File: config.mk
export PLATFORM = sky130hd
export DESIGN_NAME = fir_out
export DESIGN_NICKNAME = d
export VERILOG_FILES = /design/src/design/fir_lowpass_filter_defines.svh /design/src/design/fir_pkg.sv /design/src/design/fir_out.sv
export SDC_FILE = /design/constraint.sdc
export NUM_CORES = 1
export LEC_CHECK = 0
export BUFFER_PORTS_ARGS = -buffer_cell sky130_fd_sc_hd__buf_2
export CAP_MARGIN = 10
export CORE_MARGIN = 4
export CORE_UTILIZATION = 35
export CTS_BUF_LIST = sky130_fd_sc_hd__clkbuf_4
export CTS_CLUSTER_DIAMETER = 120
export DETAILED_ROUTE_END_ITERATION = 12
export PLACE_DENSITY = 0.84
export SETUP_SLACK_MARGIN = 0.5
export SLEW_MARGIN = 20
export SYNTH_ARGS = -nofsm -noshare
export SYNTH_HDL_FRONTEND = slang
export SYNTH_SLANG_ARGS = --single-unit
File: constraint.sdc
create_clock -name clk -period 0.8 [get_ports clk]
set_clock_uncertainty 0.1 [all_clocks]
set_input_delay 0.12 -clock clk [delete_from_list [all_inputs] [get_ports clk]]
set_output_delay 0.12 -clock clk [all_outputs]
set_load 0.01 [all_outputs]
File: src/design/fir_lowpass_filter_defines.svh
// ----------------------------------------------------------------------------
// FIR low-pass filter assertion macros
// Shared property forms. Every assertion is clocked on clk and is disabled
// while rst_n is low.
// ----------------------------------------------------------------------------
`ifndef FIR_LOWPASS_FILTER_DEFINES_SVH
`define FIR_LOWPASS_FILTER_DEFINES_SVH

// The consequent must hold in the same cycle as the antecedent.
`define FIR_ASSERT_SAME(label, ante, cons) \
    label: assert property (@(posedge clk) disable iff (!rst_n) (ante) |-> (cons)) \
        else $error("fir_lowpass_filter: same-cycle check failed");

// The consequent must hold in the cycle after the antecedent.
`define FIR_ASSERT_NEXT(label, ante, cons) \
    label: assert property (@(posedge clk) disable iff (!rst_n) (ante) |=> (cons)) \
        else $error("fir_lowpass_filter: next-cycle check failed");

`endif

File: src/design/fir_pkg.sv
// ----------------------------------------------------------------------------
// FIR filter package
// Item and result types, the cell control bundle and shared constants.
// ----------------------------------------------------------------------------
package fir_pkg;

    localparam int TAPS_DEFAULT = 512;
    localparam int SAMPLE_W     = 16;
    localparam int COEFF_W      = 16;
    localparam int INDEX_W      = 9;
    localparam int FRAC_BITS    = 15;
    localparam int PROD_W       = SAMPLE_W + COEFF_W;
    // Number of tap positions that the index field can address.
    localparam int COEFF_SPAN   = 1 << INDEX_W;

    localparam logic MODE_SAMPLE = 1'b0;
    localparam logic MODE_COEFF  = 1'b1;

    typedef struct packed {
        logic                       mode;
        logic signed [SAMPLE_W-1:0] sample;
        logic        [INDEX_W-1:0]  coeff_index;
        logic signed [COEFF_W-1:0]  coeff_value;
    } fir_item_t;

    typedef struct packed {
        logic signed [SAMPLE_W-1:0] filtered;
        logic                       saturated;
    } fir_result_t;

    typedef struct packed {
        logic                      shift_en;
        logic                      mult_en;
        logic                      sum_en;
        logic                      coeff_we;
        logic [INDEX_W-1:0]        coeff_index;
        logic signed [COEFF_W-1:0] coeff_value;
    } fir_ctrl_t;

endpackage

File: src/design/fir_out.sv
// ----------------------------------------------------------------------------
// FIR output stage
// Scales the final sum by 2^-15 with floor rounding, clips it to 16 bits
// and holds the result until the receiver takes it.
// ----------------------------------------------------------------------------
module fir_out #(
    parameter int ACC_W = fir_pkg::PROD_W + 9
) (
    input  logic                   clk,
    input  logic                   rst_n,
    input  logic                   load,
    input  logic signed [ACC_W-1:0] sum,
    output logic                   free,
    output logic                   result_valid,
    input  logic                   result_stall,
    output fir_pkg::fir_result_t   result
);

    localparam int Q_W = ACC_W - fir_pkg::FRAC_BITS;

    logic [Q_W-1:0]                       scaled;
    logic [Q_W-fir_pkg::SAMPLE_W:0]       upper;
    logic                                 in_range;
    fir_pkg::fir_result_t                 res_next;
    fir_pkg::fir_result_t                 res_reg;
    logic                                 valid_reg, valid_next;

    // Dropping the low bits of a two's complement value is a floor shift.
    assign scaled   = sum[ACC_W-1:fir_pkg::FRAC_BITS];
    assign upper    = scaled[Q_W-1:fir_pkg::SAMPLE_W-1];
    assign in_range = (&upper) || (~|upper);
    assign free     = !valid_reg || !result_stall;

    always_comb
    begin
        res_next.saturated = !in_range;
        if (in_range)
            res_next.filtered = scaled[fir_pkg::SAMPLE_W-1:0];
        else if (scaled[Q_W-1])
            res_next.filtered = {1'b1, {(fir_pkg::SAMPLE_W-1){1'b0}}};
        else
            res_next.filtered = {1'b0, {(fir_pkg::SAMPLE_W-1){1'b1}}};

        if (load)
            valid_next = 1'b1;
        else if (!result_stall)
            valid_next = 1'b0;
        else
            valid_next = valid_reg;
    end

    always_ff @(posedge clk or negedge rst_n)
    begin
        if (!rst_n)
            valid_reg <= 1'b0;
        else
            valid_reg <= valid_next;
    end

    always_ff @(posedge clk)
    begin
        if (load)
            res_reg <= res_next;
    end

    assign result_valid = valid_reg;
    assign result       = res_reg;

endmodule

==> impl_results.md <==
* Vias per std cell at 4.85
* TritonCTS Buffers at 3
* Post-synthesis cell area at roughly 790 um^2
* # setup viols final at 35
* Chip height at 55.5 um
* Total vias in the final route at 650
* Wire per inst at approximately 14 um
* Status: finished with violations
* Slew Viols, Final at 0
* CP Launch Type: input port
* Root Buffer Master: clkbuf_4
* Failing checks: negative hold slack, negative setup slack
* Required time of the worst setup path at ~0.75 ns
* Placed insts at about 120
* Syn Inst Count at 48
* Post-Syn Area per Cell at roughly 16 um^2
* All-Layer GR Usage at 13.0%
* Vias in the first global route at about 690
* Starting Density at 38.6%
* Worst-path clk slew at approximately 0.10 ns
* CP Buf/Inv Count at 2
* Final setup margin at -0.324 ns
* Grt total ovfl at 0
* Nets at between 150 and 200
* Clock buffer depth at 2
* Unrepaired setup endpoints after global routing: yes
* H-Tree Depth at 1
* Post-DP HPWL at about 1300 um
* Top achievable clock speed at approximately 890 MHz
* IO Count at 64
* Place WS at -0.629 ns
* Final Wtd Congestion at approximately 0.75
* Crit Path Class: in2reg
* Die footprint at between 3000 and 4000 um^2
* Critical path arrival at between 1 and 1.5 ns
* Post-route non-filler standard cell count at approximately 130
* Worst path max stage delay at around 0.33 ns
* Worst Setup End Kind: flop
* Count of cell types in the netlist at 17
* Drt drc at 0
* Row count at 16
* Synth Warn # at 0
* Worst path top cell family by delay: compound AO/OA/AOI/OAI gates
* Hold WC Path Type: in2reg
* IO Port Bufs at 48
* Slowest CP cell: nor4_4
* Power per cell area at about 1500 nW/um^2
* Proportion of layout cells with a drive suffix above 1 at between 60% and 70%
* Core Util, Final at approximately two thirds
* Leading cell type in the layout, fill and taps excluded: buf_2
* Die W at between 50 and 60 um
* Largest net degree at the start of global routing at 17
* DRT Pass-1 Iters at 4
* Final hold violations at 1
* Rel. slew slack at 81.2%
* Number of clock sinks at 18
* Drt total wl at 1900 um
* Tcrit/Tclk final at 141%
* Max-Cap Viols at 0
* Clock latency on the worst-skew pair at around 0.28 ns
* Syn Nets at 93
* Crit path max fanout at 15
* Seq/Total Area, Yosys at a little under 70%
* Initial drt markers at 10
* Final Power at 1990 uW
* Slew @ Worst Pin at about 0.28 ns
* Leakage at between 0.0006 and 0.0007 uW
* First-pass GRT wire length at 3110 um
* Core area at ~2000 um^2
* Commonest non-fill, non-tap cells in the layout: buf_2, edfxtp_1, a21o_1
* Post-route minimum period at about 1.1 ns
* Worst path cell trace: buf_8, nor4_4, a311oi_2, buf_12, a21o_2
* Worst hold slack at -0.0363 ns
* Number of synthesized register bits at 18
* N_diodes at 0
* CTS tree: built
* Area grow syn2layout at 70.0%
* Initial antenna violation count at 0
* Routed Antenna Nets at 0
* VDD IR-drop max at approximately 790 uV
[worst reg2reg max path, delay by kind of cell (launching register included)]
family,cells,cell delay [ns]
flops,1,0.39
simple gates,2,0.12
[stage by stage]
step                      TNS (ns)  area (um^2)
after CTS                    -8.51         1300
after detailed placement     -9.63         1100
final                        -9.04         1340
after global placement       -9.21         1100
after floorplan              -6.66          810
after global routing        -10.24         1340
[state kept, by name, summed over array words and instances, names as in the netlist]
register / cells
result_valid: 1
result: 17
[power breakdown]
part           internal (uW)  switching, uW  leakage, uW
clock network            181            257    0.0000154
registers               1110           17.3     0.000177
logic                    249            177     0.000442
[cell type report]
type                       instances  area, um^2
clock inverter                     1        3.75
clock buffer                       3        22.5
timing repair buffer              58         484
multi-input combinational         26         256
fill                             162         702
inverter                           1        3.75
sequential                        18         536
tap                               27        33.8
[cell usage after synthesis (all sizes together)]
| library cell | count | area (um^2) |
|---|---|---|
| nand4 | 2 | 18.8 |
| dlygate4sd3 | 1 | 10.0 |
| nand3 | 1 | 5.00 |
| nand2 | 1 | 3.75 |
| inv | 1 | 3.75 |
| a311oi | 1 | 15.0 |
| a21o | 15 | 119 |
| nor3 | 2 | 15.0 |
| buf | 2 | 22.5 |
| nand2b | 1 | 6.26 |
| dfrtp | 1 | 25.0 |
| nor4 | 2 | 25.0 |
| edfxtp | 17 | 510 |
| a31o | 1 | 8.76 |
[layer usage]
layer  track usage (%)  wire length [um]  up-vias
met1              14.3               682      300
met4              6.25                 8        0
li1                  -                 -      309
met5                 0                 0        -
met3              5.36               246        2
met2              21.5               958       39
[worst paths after layout]
kind / end / slack (ns) / depth (start not counted) / startpoint
min in group asynchronous: result_valid$_DFFE_PN0P_ / 0.03 / 2 / rst_n
worst min register to register: result_valid$_DFFE_PN0P_ / 0.41 / 2 / result_valid$_DFFE_PN0P_
worst max-delay path: result[13]$_DFFE_PP_ / -0.32 / 5 / sum[40]
worst min-delay path: result_valid$_DFFE_PN0P_ / -0.04 / 3 / result_stall
worst max register to register: result_valid$_DFFE_PN0P_ / 0.08 / 2 / result_valid$_DFFE_PN0P_
max in group asynchronous: result_valid$_DFFE_PN0P_ / 0.49 / 2 / rst_n
[cells by family after synthesis]
| family | after synthesis | share of synthesized area (%) |
|---|---|---|
| buffers and inverters | 4 | 4.60 |
| and+or+nand+nor | 9 | 9.36 |
| AOI/OAI and AO/OA | 17 | 18.1 |
| DFF | 18 | 67.9 |
[repair_timing]
action | in CTS | in global routing
pin swaps | 0 | 3
endpoints found under the hold margin | 7 | 4
resized for setup | 22 | 3
endpoints found under the setup margin | 54 | 54
buffers inserted | 1 | 2
gates cloned | 3 | 0
(Power assumes the default switching activity.)
