===== config.mk =====
export PLATFORM = sky130hd
export DESIGN_NAME = fir_cell
export DESIGN_NICKNAME = d
export VERILOG_FILES = /design/src/design/fir_lowpass_filter_defines.svh /design/src/design/fir_pkg.sv /design/src/design/fir_cell.sv
export SDC_FILE = /design/constraint.sdc
export NUM_CORES = 1
export LEC_CHECK = 0
export ABC_AREA = 1
export BUFFER_PORTS_ARGS = -buffer_cell sky130_fd_sc_hd__buf_4
export CAP_MARGIN = 0
export CORE_UTILIZATION = 60
export DETAILED_ROUTE_END_ITERATION = 16
export GPL_TIMING_DRIVEN = 0
export PLACE_DENSITY = 0.77
export REMOVE_ABC_BUFFERS = 1
export SLEW_MARGIN = 15
export SYNTH_ARGS = -nofsm -noshare
export SYNTH_HDL_FRONTEND = slang
export SYNTH_SLANG_ARGS = --single-unit

===== constraint.sdc =====
create_clock -name clk -period 7.4 [get_ports clk]
set_clock_uncertainty 0.05 [all_clocks]
set_input_delay 1.48 -clock clk [delete_from_list [all_inputs] [get_ports clk]]
set_output_delay 1.48 -clock clk [all_outputs]
set_load 0.05 [all_outputs]

===== src/design/fir_lowpass_filter_defines.svh =====
// ----------------------------------------------------------------------------
// FIR low-pass filter assertion macros
// Shared property forms. Every assertion is clocked on clk and is disabled
// while rst_n is low.
// ----------------------------------------------------------------------------
`ifndef FIR_LOWPASS_FILTER_DEFINES_SVH
`define FIR_LOWPASS_FILTER_DEFINES_SVH

// The consequent must hold in the same cycle as the antecedent.
`define FIR_ASSERT_SAME(label, ante, cons) \
    label: assert property (@(posedge clk) disable iff (!rst_n) (ante) |-> (cons)) \
        else $error("fir_lowpass_filter: same-cycle check failed");

// The consequent must hold in the cycle after the antecedent.
`define FIR_ASSERT_NEXT(label, ante, cons) \
    label: assert property (@(posedge clk) disable iff (!rst_n) (ante) |=> (cons)) \
        else $error("fir_lowpass_filter: next-cycle check failed");

`endif


===== src/design/fir_pkg.sv =====
// ----------------------------------------------------------------------------
// FIR filter package
// Item and result types, the cell control bundle and shared constants.
// ----------------------------------------------------------------------------
package fir_pkg;

    localparam int TAPS_DEFAULT = 512;
    localparam int SAMPLE_W     = 16;
    localparam int COEFF_W      = 16;
    localparam int INDEX_W      = 9;
    localparam int FRAC_BITS    = 15;
    localparam int PROD_W       = SAMPLE_W + COEFF_W;
    // Number of tap positions that the index field can address.
    localparam int COEFF_SPAN   = 1 << INDEX_W;

    localparam logic MODE_SAMPLE = 1'b0;
    localparam logic MODE_COEFF  = 1'b1;

    typedef struct packed {
        logic                       mode;
        logic signed [SAMPLE_W-1:0] sample;
        logic        [INDEX_W-1:0]  coeff_index;
        logic signed [COEFF_W-1:0]  coeff_value;
    } fir_item_t;

    typedef struct packed {
        logic signed [SAMPLE_W-1:0] filtered;
        logic                       saturated;
    } fir_result_t;

    typedef struct packed {
        logic                      shift_en;
        logic                      mult_en;
        logic                      sum_en;
        logic                      coeff_we;
        logic [INDEX_W-1:0]        coeff_index;
        logic signed [COEFF_W-1:0] coeff_value;
    } fir_ctrl_t;

endpackage


===== src/design/fir_cell.sv =====
// ----------------------------------------------------------------------------
// FIR tap cell
// Holds one delay-line sample and one coefficient, forms their product and
// adds it to the partial sum arriving from the previous cell.
// ----------------------------------------------------------------------------
module fir_cell #(
    parameter int ACC_W = fir_pkg::PROD_W + 9,
    parameter int IDX   = 0
) (
    input  logic                                clk,
    input  logic                                rst_n,
    input  fir_pkg::fir_ctrl_t                  ctrl,
    input  logic signed [fir_pkg::SAMPLE_W-1:0] x_in,
    output logic signed [fir_pkg::SAMPLE_W-1:0] x_out,
    input  logic signed [ACC_W-1:0]             sum_in,
    output logic signed [ACC_W-1:0]             sum_out
);

    localparam bit ADDRESSABLE = (IDX < fir_pkg::COEFF_SPAN);

    logic signed [fir_pkg::SAMPLE_W-1:0] x_reg, x_next;
    logic signed [fir_pkg::COEFF_W-1:0]  coeff_reg, coeff_next;
    logic signed [fir_pkg::PROD_W-1:0]   prod_reg, prod_next;
    logic signed [ACC_W-1:0]             sum_reg, sum_next;
    logic                                hit;

    assign hit = ADDRESSABLE && (ctrl.coeff_index == fir_pkg::INDEX_W'(IDX));

    always_comb
    begin
        x_next     = ctrl.shift_en ? x_in : x_reg;
        coeff_next = (ctrl.coeff_we && hit) ? ctrl.coeff_value : coeff_reg;
        prod_next  = ctrl.mult_en ? x_reg * coeff_reg : prod_reg;
        sum_next   = ctrl.sum_en ? sum_in + ACC_W'(prod_reg) : sum_reg;
    end

    // Delay-line sample and tap both start at zero.
    always_ff @(posedge clk or negedge rst_n)
    begin
        if (!rst_n)
        begin
            x_reg     <= '0;
            coeff_reg <= '0;
        end
        else
        begin
            x_reg     <= x_next;
            coeff_reg <= coeff_next;
        end
    end

    always_ff @(posedge clk)
    begin
        prod_reg <= prod_next;
        sum_reg  <= sum_next;
    end

    assign x_out   = x_reg;
    assign sum_out = sum_reg;

endmodule


==> reports/metrics.cfg <==
[drt]
routed_wl_um=43000
final_antenna_net_count=0
wl_met1_um=17400
drtIter0Drc=1054
firstDrtPassIters=6
wl_met3_um=2620
wl_per_cell_um=15.4
num_vias=14600
drc_errors=0
viasPerCell=5.21
highest_layer=met4
routed-wl-met2_um=21700

[worst_setup_path]
worstPathRequired_ns=7.54
critical_path.top_delay_family=adder cells
critical_path.max_fanout=18
crit_buf_inv=4
arrival_ns=6.73
crit_top_cell=fa_1
cp_slowest_stage_delay_ns=0.95
critical_path.cell_chain=nand2_1, inv_1, fa_1, fa_1, fa_1, fa_1, fa_1, inv_1, fa_1, inv_1, ha_1, nand2_1, inv_1, nand2_1, nor2_1, nand4_1, nand4_1, xor2_1
critical_path_class=register to register
endpoint_kind=register
start_kind=register
slowest_stage=fa_1

[floorplanning]
coreArea_mm2=0.0286
rows=62
start_util_pct=60.9
io_pins=145
die_w_um=172
dieArea_mm2=0.0297
die-height_um=172

[timing]
setup_viol=0
layout_setup_ws_ns=0.808
hold_violations=0
max_freq_ghz=0.152
drv_slew=0
worstMarginPinSlew_ns=0.983
fin_setup_tns_ns=0
fin_crit_ns=6.59
post-route-period-util_pct=89.1
grt_setup_unrepaired=no
maxSlewHeadroom_pct=34.3

[final_layout]
drive_above_1_share_pct=8.39
n_fill_cell=2487
largest_register_ffs=41
area_growth_pct=9.24
n_antenna_cell=0
nets=2887

[synth]
synth.avg_cell_area_um2=7.49
synthTopCellsByArea=fa_1 (30%), nand2_1 (16%), inv_1 (14%)
synth-seq-cells=105
synth_edf_count=73
syn_inst=2327
synth_xor_area_share_pct=2.21
synthFlopType=edfxtp_1
synth_top_area_share_pct=30.2
yosys.area_share.adder_pct=39.0
synth_top_area_cell=fa_1
synth-compound-area-share_pct=3.22
synth_top_family_by_area=adder cells
async_reset_ff_share_pct=30.5
seq_area_frac_synth_pct=17.2
yosysWarnings=0
synth.distinct_cells=31
synth-simple-area-share_pct=22.6
netlist_area_mm2=0.0174
yosys-mux-area-fraction_pct=0.775

[global_route]
grt_pass1_vias=15100
grt_max_degree=42
grt_use_total_pct=31.7
antenna_found_initial=0
overflow=0
grt_pass1_wl_um=72200

[clock_tree]
ctsHoldBuffers=0
cts_buffers=9
cts_sinks=105
clkLatencyLatePin_ns=0.38
cts_setup_buffers=0
cts_max_path_buffers=2
clkTransAtPathRegs_ns=0.08
htree_levels=3
ctsResizeCount=0
cts_tree=done
root_buffer=clkbuf_16

[run_status]
status=finished, final reports clean

[place]
place.gp.congestion=0.999
pre_cts_ws_ns=0.939
dp_hpwl_um=36300
numPortBuffers=144

[flow_run]
maxCapViolCount=0

[power_and_ir_drop]
p_per_area_mw_per_mm2=135
ir_worst_vdd_mv=0.104
leakage_nw=11.5

[hold_path]
min-delay-path-class=register to register

cell families (layout without fill, tap and decap cells):
logic type,Yosys count,in the layout
AOI/OAI and AO/OA,108,108
xor gates and xnor gates,44,44
adders and majority gates,385,385
buffers and inverters,701,793
DFF,105,105
muxes,12,12
and+or+nand+nor,972,972
final cells by class:
type	instances	area [um2]	share of cell area, %
inverters	633	2380	12.5
well taps	384	480	2.52
multi-input cells	1521	11800	62.0
flip-flops and latches	105	2990	15.7
repair buffers	144	1080	5.68
clock buffers	9	225	1.18
clock inverters	7	80.1	0.420
worst register-to-register path: stages, from the launching register on:
cell	delay (ns)
dfrtp_1	0.81
nand2_1	0.21
inv_1	0.17
fa_1	0.54
fa_1	0.95
fa_1	0.56
fa_1	0.51
fa_1	0.51
inv_1	0.05
fa_1	0.48
inv_1	0.04
ha_1	0.37
nand2_1	0.16
inv_1	0.08
nand2_1	0.10
nor2_1	0.21
nand4_1	0.18
nand4_1	0.20
xor2_1	0.24
power by group:
group / leakage, nW / internal, W / switching, W
clock network: 0.146 / 0.000243 / 0.000271
logic: 10.2 / 0.000416 / 0.000797
registers: 1.14 / 0.000744 / 0.000103
total: 11.5 / 0.00140 / 0.00117
layout by cell type (no fill, tap or decap), types with 2 or more instances in the layout:
master / count
nand4_1: 26
a21o_1: 2
mux2_2: 12
buf_4: 144
xor2_1: 33
clkbuf_16: 9
nand3_1: 61
dfrtp_1: 32
nand2_2: 13
o211ai_1: 2
inv_8: 2
nand3b_1: 4
or2_1: 2
nor2_1: 109
o21a_1: 2
fa_1: 263
o21ai_0: 44
nor2_4: 2
xnor2_1: 11
nand2_1: 727
a21oi_1: 56
nor3_1: 9
inv_1: 633
nor4_1: 3
nand3_2: 3
ha_1: 122
nor3_2: 2
edfxtp_1: 73
nor2_2: 9
routing by layer:
layer | vias to the layer above | global-route usage [%]
li1 | 6964 | -
met2 | 535 | 56.4
met3 | 115 | 4.37
met4 | 0 | 11.9
met1 | 6998 | 39.0
met5 | - | 0
cell usage after synthesis, types with 3 or more instances:
cell,count
nand2_1,727
xnor2_1,11
xor2_1,33
mux2_2,12
nor2_2,9
nand4_1,26
inv_1,633
nand3_1,61
a21oi_1,56
clkbuf_1,68
nand3_2,3
nand2_2,13
fa_1,263
nor4_1,3
dfrtp_1,32
nor2_1,109
o21ai_0,44
nand3b_1,4
ha_1,122
nor3_1,9
edfxtp_1,73
worst paths after layout:
kind / start / to / slack, ns / cells past startpoint
worst max-delay path: x_out[15]$_DFFE_PN0P_ / prod_reg[23]$_DFFE_PP_ / 0.81 / 18
min in group asynchronous: rst_n / x_out[12]$_DFFE_PN0P_ / 0.97 / 1
worst min-delay path: prod_reg[0]$_DFFE_PP_ / sum_out[0]$_DFFE_PP_ / 0.49 / 1
worst min register to register: prod_reg[0]$_DFFE_PP_ / sum_out[0]$_DFFE_PP_ / 0.49 / 1
worst max register to register: x_out[15]$_DFFE_PN0P_ / prod_reg[23]$_DFFE_PP_ / 0.81 / 18
max in group asynchronous: rst_n / coeff_reg[12]$_DFFE_PN0P_ / 6.03 / 1
metrics by stage:
stage / std cells / total power, W / util [%] / hold slack [ns] / cell area (um2)
4_1_cts: 2803 / 0.00257 / 66.5 / 0.502 / 19000
3_3_place_gp: 2787 / 0.00203 / 65.5 / 0.473 / 18700
3_5_place_dp: 2787 / 0.00206 / 65.5 / 0.483 / 18700
2_1_floorplan: 2259 / 0.00168 / - / 0.463 / 17200
6_report: 2803 / 0.00257 / 66.5 / 0.494 / 19000
5_1_grt: 2803 / 0.00275 / 66.5 / 0.517 / 19000
Power figures use the tool's default switching activity.
